<file path="config.mk">
export PLATFORM = sky130hd
export DESIGN_NAME = mpsm_ram
export DESIGN_NICKNAME = d
export VERILOG_FILES = /design/src/rtl/mpsm_ram.sv
export SDC_FILE = /design/constraint.sdc
export NUM_CORES = 2
export LEC_CHECK = 0
export ABC_AREA = 1
export BUFFER_PORTS_ARGS = -buffer_cell sky130_fd_sc_hd__buf_2
export CORE_MARGIN = 5
export CORE_UTILIZATION = 54
export CTS_CLUSTER_SIZE = 12
export DETAILED_ROUTE_END_ITERATION = 6
export PLACE_DENSITY = 0.72
export SKIP_LAST_GASP = 1
export SLEW_MARGIN = 10
export SYNTH_ARGS = -nofsm -noshare
export SYNTH_HDL_FRONTEND = slang
export SYNTH_SLANG_ARGS = --single-unit
</file>
<file path="constraint.sdc">
create_clock -name clk -period 1.68 [get_ports clk]
set_clock_uncertainty 0.1 [all_clocks]
set_input_delay 0.252 -clock clk [delete_from_list [all_inputs] [get_ports clk]]
set_output_delay 0.252 -clock clk [all_outputs]
set_load 0.005 [all_outputs]
</file>
<file path="src/rtl/mpsm_ram.sv">
// Generic simple dual-port RAM: one write port, one registered read port.
// No dependencies.
`default_nettype none
module mpsm_ram #(
    parameter int AW = 8,
    parameter int DW = 8
) (
    input  wire logic          clk,
    input  wire logic          we,
    input  wire logic [AW-1:0] waddr,
    input  wire logic [DW-1:0] wdata,
    input  wire logic [AW-1:0] raddr,
    output logic      [DW-1:0] rdata
);
    logic [DW-1:0] mem [2**AW];

    always_ff @(posedge clk)
    begin
        if (we)
        begin
            mem[waddr] <= wdata;
        end
        rdata <= mem[raddr];
    end
endmodule
`default_nettype wire

</file>
==> results.ini <==
[setup_path]
arrival_ns = 1.40
cp_num_buf_inv = 1
crit_family = flip-flops
worst_path_max_delay_cell = dfxtp_4
critPathLaunchType = register
critPathKind = reg -> out
critPathCaptureType = output port
slowest_delay_ns = 0.45
reg2reg_depth = 10
rrSetupSlack_ns = -0.06
reg2reg_from = mem[239][0]$_DFFE_PP_
cp_cell_sequence = buf_6
crit_fanout = 1
cp_data_required_time_ns = 1.33
worstReg2RegEnd = rdata[0]$_DFF_P_

[global_route]
grt_max_degree = 75
grt_pass1_wl_mm = 353.6
track_usage = 0.2886
grt_pass1_vias = 56520
overflow = 0
grt_antenna_before_repair = 10

[min_path]
hold_end = mem[184][2]$_DFFE_PP_
hold_depth = 5
hold_class = in -> reg
min-delay-start = we

[cts]
clkSinkCount = 2056
cts_root_buf = clkbuf_16
cts.path.max_buffers = 3
numCtsBuffers = 202
clk_pin_slew_worst_paths_ns = 0.06
cts_tree = done
post_cts_buffers = 0
clock_latency_ns = 0.85
htreeDepth = 4

[floorplan]
start_util = 0.5420
row_count = 144
die_area_um2 = 162400
die_h_um = 403.0
die_w_um = 403.0
ios = 34
coreArea_um2 = 153900

[pwr]
internal-power_mw = 82.08
comb_power_share = 0.075
pwr-share-clk = 0.392
total_leakage_power_nw = 35.81
switching_share = 0.2273
power_switching_mw = 24.15
p_total_mw = 106.2
seqPwrFrac = 0.533
ir_worst_vdd_mv = 1.125
p_per_area_nw_per_um2 = 1068

[sta]
slew_headroom = 0.6618
fin_crit_sh = 1.040
finalHoldViolCount = 0
period_minus_slack_ns = 1.748
tightest_slew_ns = 0.5073
finalSetupViolations = 8
layout_setup_ws_ns = -0.06763
fmax_ghz = 0.5722
slew_violations = 0
rsz0062_at_grt = true

[placement]
gp_congestion = 0.9248
portBuffers = 33
hpwlAfterDp_mm = 148.3

[detailed_routing]
wl_per_cell_um = 24.51
drc = 0
drtPass1Iterations = 7
drt_iter0_drc = 8531
ant_nets = 0
num_vias = 58880
routed_wirelength_mm = 238.1
viasPerCell = 6.062

[outcome]
violations = negative setup slack
status = complete, but fails checks

[cells_and_area]
area_growth_pct = 19.33
fin_util = 0.6468
fill_cells = 10850
fin_nets = 7557
drive_above_1_share = 0.1613

[logic_synthesis]
synthArstFlopShare = 0
synth_ff_type = edfxtp_1
synthesis.nets = 7029
yosys.cell_types.count = 14
yosys_warnings = 0
synth.largest_area_cell = edfxtp_1
synthTopCellsByCount = nand2_1, edfxtp_1, nand3_1
yosysSeqAreaShare = 0.7394
synth.most_common_cell = nand2_1
synth_seq_cells = 2056
synthTopCellsByArea = edfxtp_1, nand3_1, nand2_1
netlist_instances = 7003
synth.top_cell.area_share = 0.7374
postSynthAreaPerCell_um2 = 11.91
syn_area_um2 = 83400
synth_edf_count = 2048

[run]
maxCapViolations = 0

registers in the layout, summed over array words and instances, names as in the netlist:
signal,cells
rdata,8
mem,2048
layout by cell type, fill, tap and decap left out, drive strengths merged:
master,netlist,routed
nand3,2019,2019
clkinvlp,0,1
clkbuf,112,280
clkinv,0,51
nand2,2123,2123
nor2,283,283
diode,0,6
inv,39,41
dlygate4sd3,0,10
dfxtp,8,8
buf,371,797
edfxtp,2048,2048
bufinv,0,2
power by group through the flow:
stage / Sequential [mW] / Clock (mW) / Combinational, mW
after floorplan: 57.7 / 0 / 3.51
after global placement: 57.7 / 0 / 7.30
after detailed placement: 57.7 / 0 / 7.44
after CTS: 56.6 / 41.9 / 7.67
after global routing: 56.6 / 44.2 / 8.46
final: 56.7 / 41.6 / 7.98
through the flow:
step,cells,area [um^2],TNS (ns),hold WS (ns),setup WS (ns)
floorplan,7003,83640,-34.00,0.2509,-0.03018
detailed placement,9362,92310,-255.44,0.5491,-0.9325
finish,9713,99520,-0.3383,0.1289,-0.06763
global route,9707,99500,-0.8667,0.1167,-0.1137
CTS,9708,98890,-0.6880,0.03651,-0.1018
global placement,9362,92310,-229.86,0.5441,-0.9087
final cells by class:
cell class | count | area (um^2) | share of cell area
clock inverter | 56 | 490.5 | 0.004929
antenna | 6 | 15.01 | 0.0001509
sequential | 2056 | 61690 | 0.6199
timing repair buffer | 807 | 8691 | 0.08733
clock buffer | 280 | 5493 | 0.05520
inverter | 39 | 180.2 | 0.001811
tap | 2044 | 2557 | 0.02570
multi-input combinational | 4425 | 20400 | 0.2050
what timing repair did:
| item | CTS | global route |
|---|---|---|
| hold buffers | 10 | 0 |
| hold endpoints to repair | 1992 | 0 |
| pin swaps | 6 | 30 |
| endpoints found under the setup margin | 16 | 16 |
| gates resized for setup | 106 | 114 |
routing by layer:
metal	global-route usage	vias up	wire, um	part of all wire
met4	0.1161	10	9986	0.042
met5	0.004758	-	70	0.00029
li1	-	25920	-	-
met2	0.4435	3867	109500	0.46
met1	0.3972	28470	87790	0.37
met3	0.07530	616	30720	0.13
worst max path at each step:
stage | from | end | cells after the start
2_1_floorplan | waddr[0] | mem[181][0]$_DFFE_PP_ | 7
3_3_place_gp | raddr[0] | rdata[5]$_DFF_P_ | 14
3_5_place_dp | raddr[0] | rdata[5]$_DFF_P_ | 14
4_1_cts | rdata[1]$_DFF_P_ | rdata[1] | 1
5_1_grt | mem[239][0]$_DFFE_PP_ | rdata[0]$_DFF_P_ | 10
6_report | rdata[2]$_DFF_P_ | rdata[2] | 1
tightest hold or removal path, stage by stage:
cell     delay, ns
buf_2         0.12
buf_12        0.15
nand2_1       0.12
nor2_1        0.06
buf_4         0.17
logic make-up (layout without fill, tap and decap cells):
family | after synthesis | count (layout) | synth area share
AND/OR/NAND/NOR | 4425 | 4425 | 0.2295
buffers and inverters | 522 | 1182 | 0.03119
flip-flops | 2056 | 2056 | 0.7394
other | 0 | 6 | 0
Power figures use the tool's default switching activity.
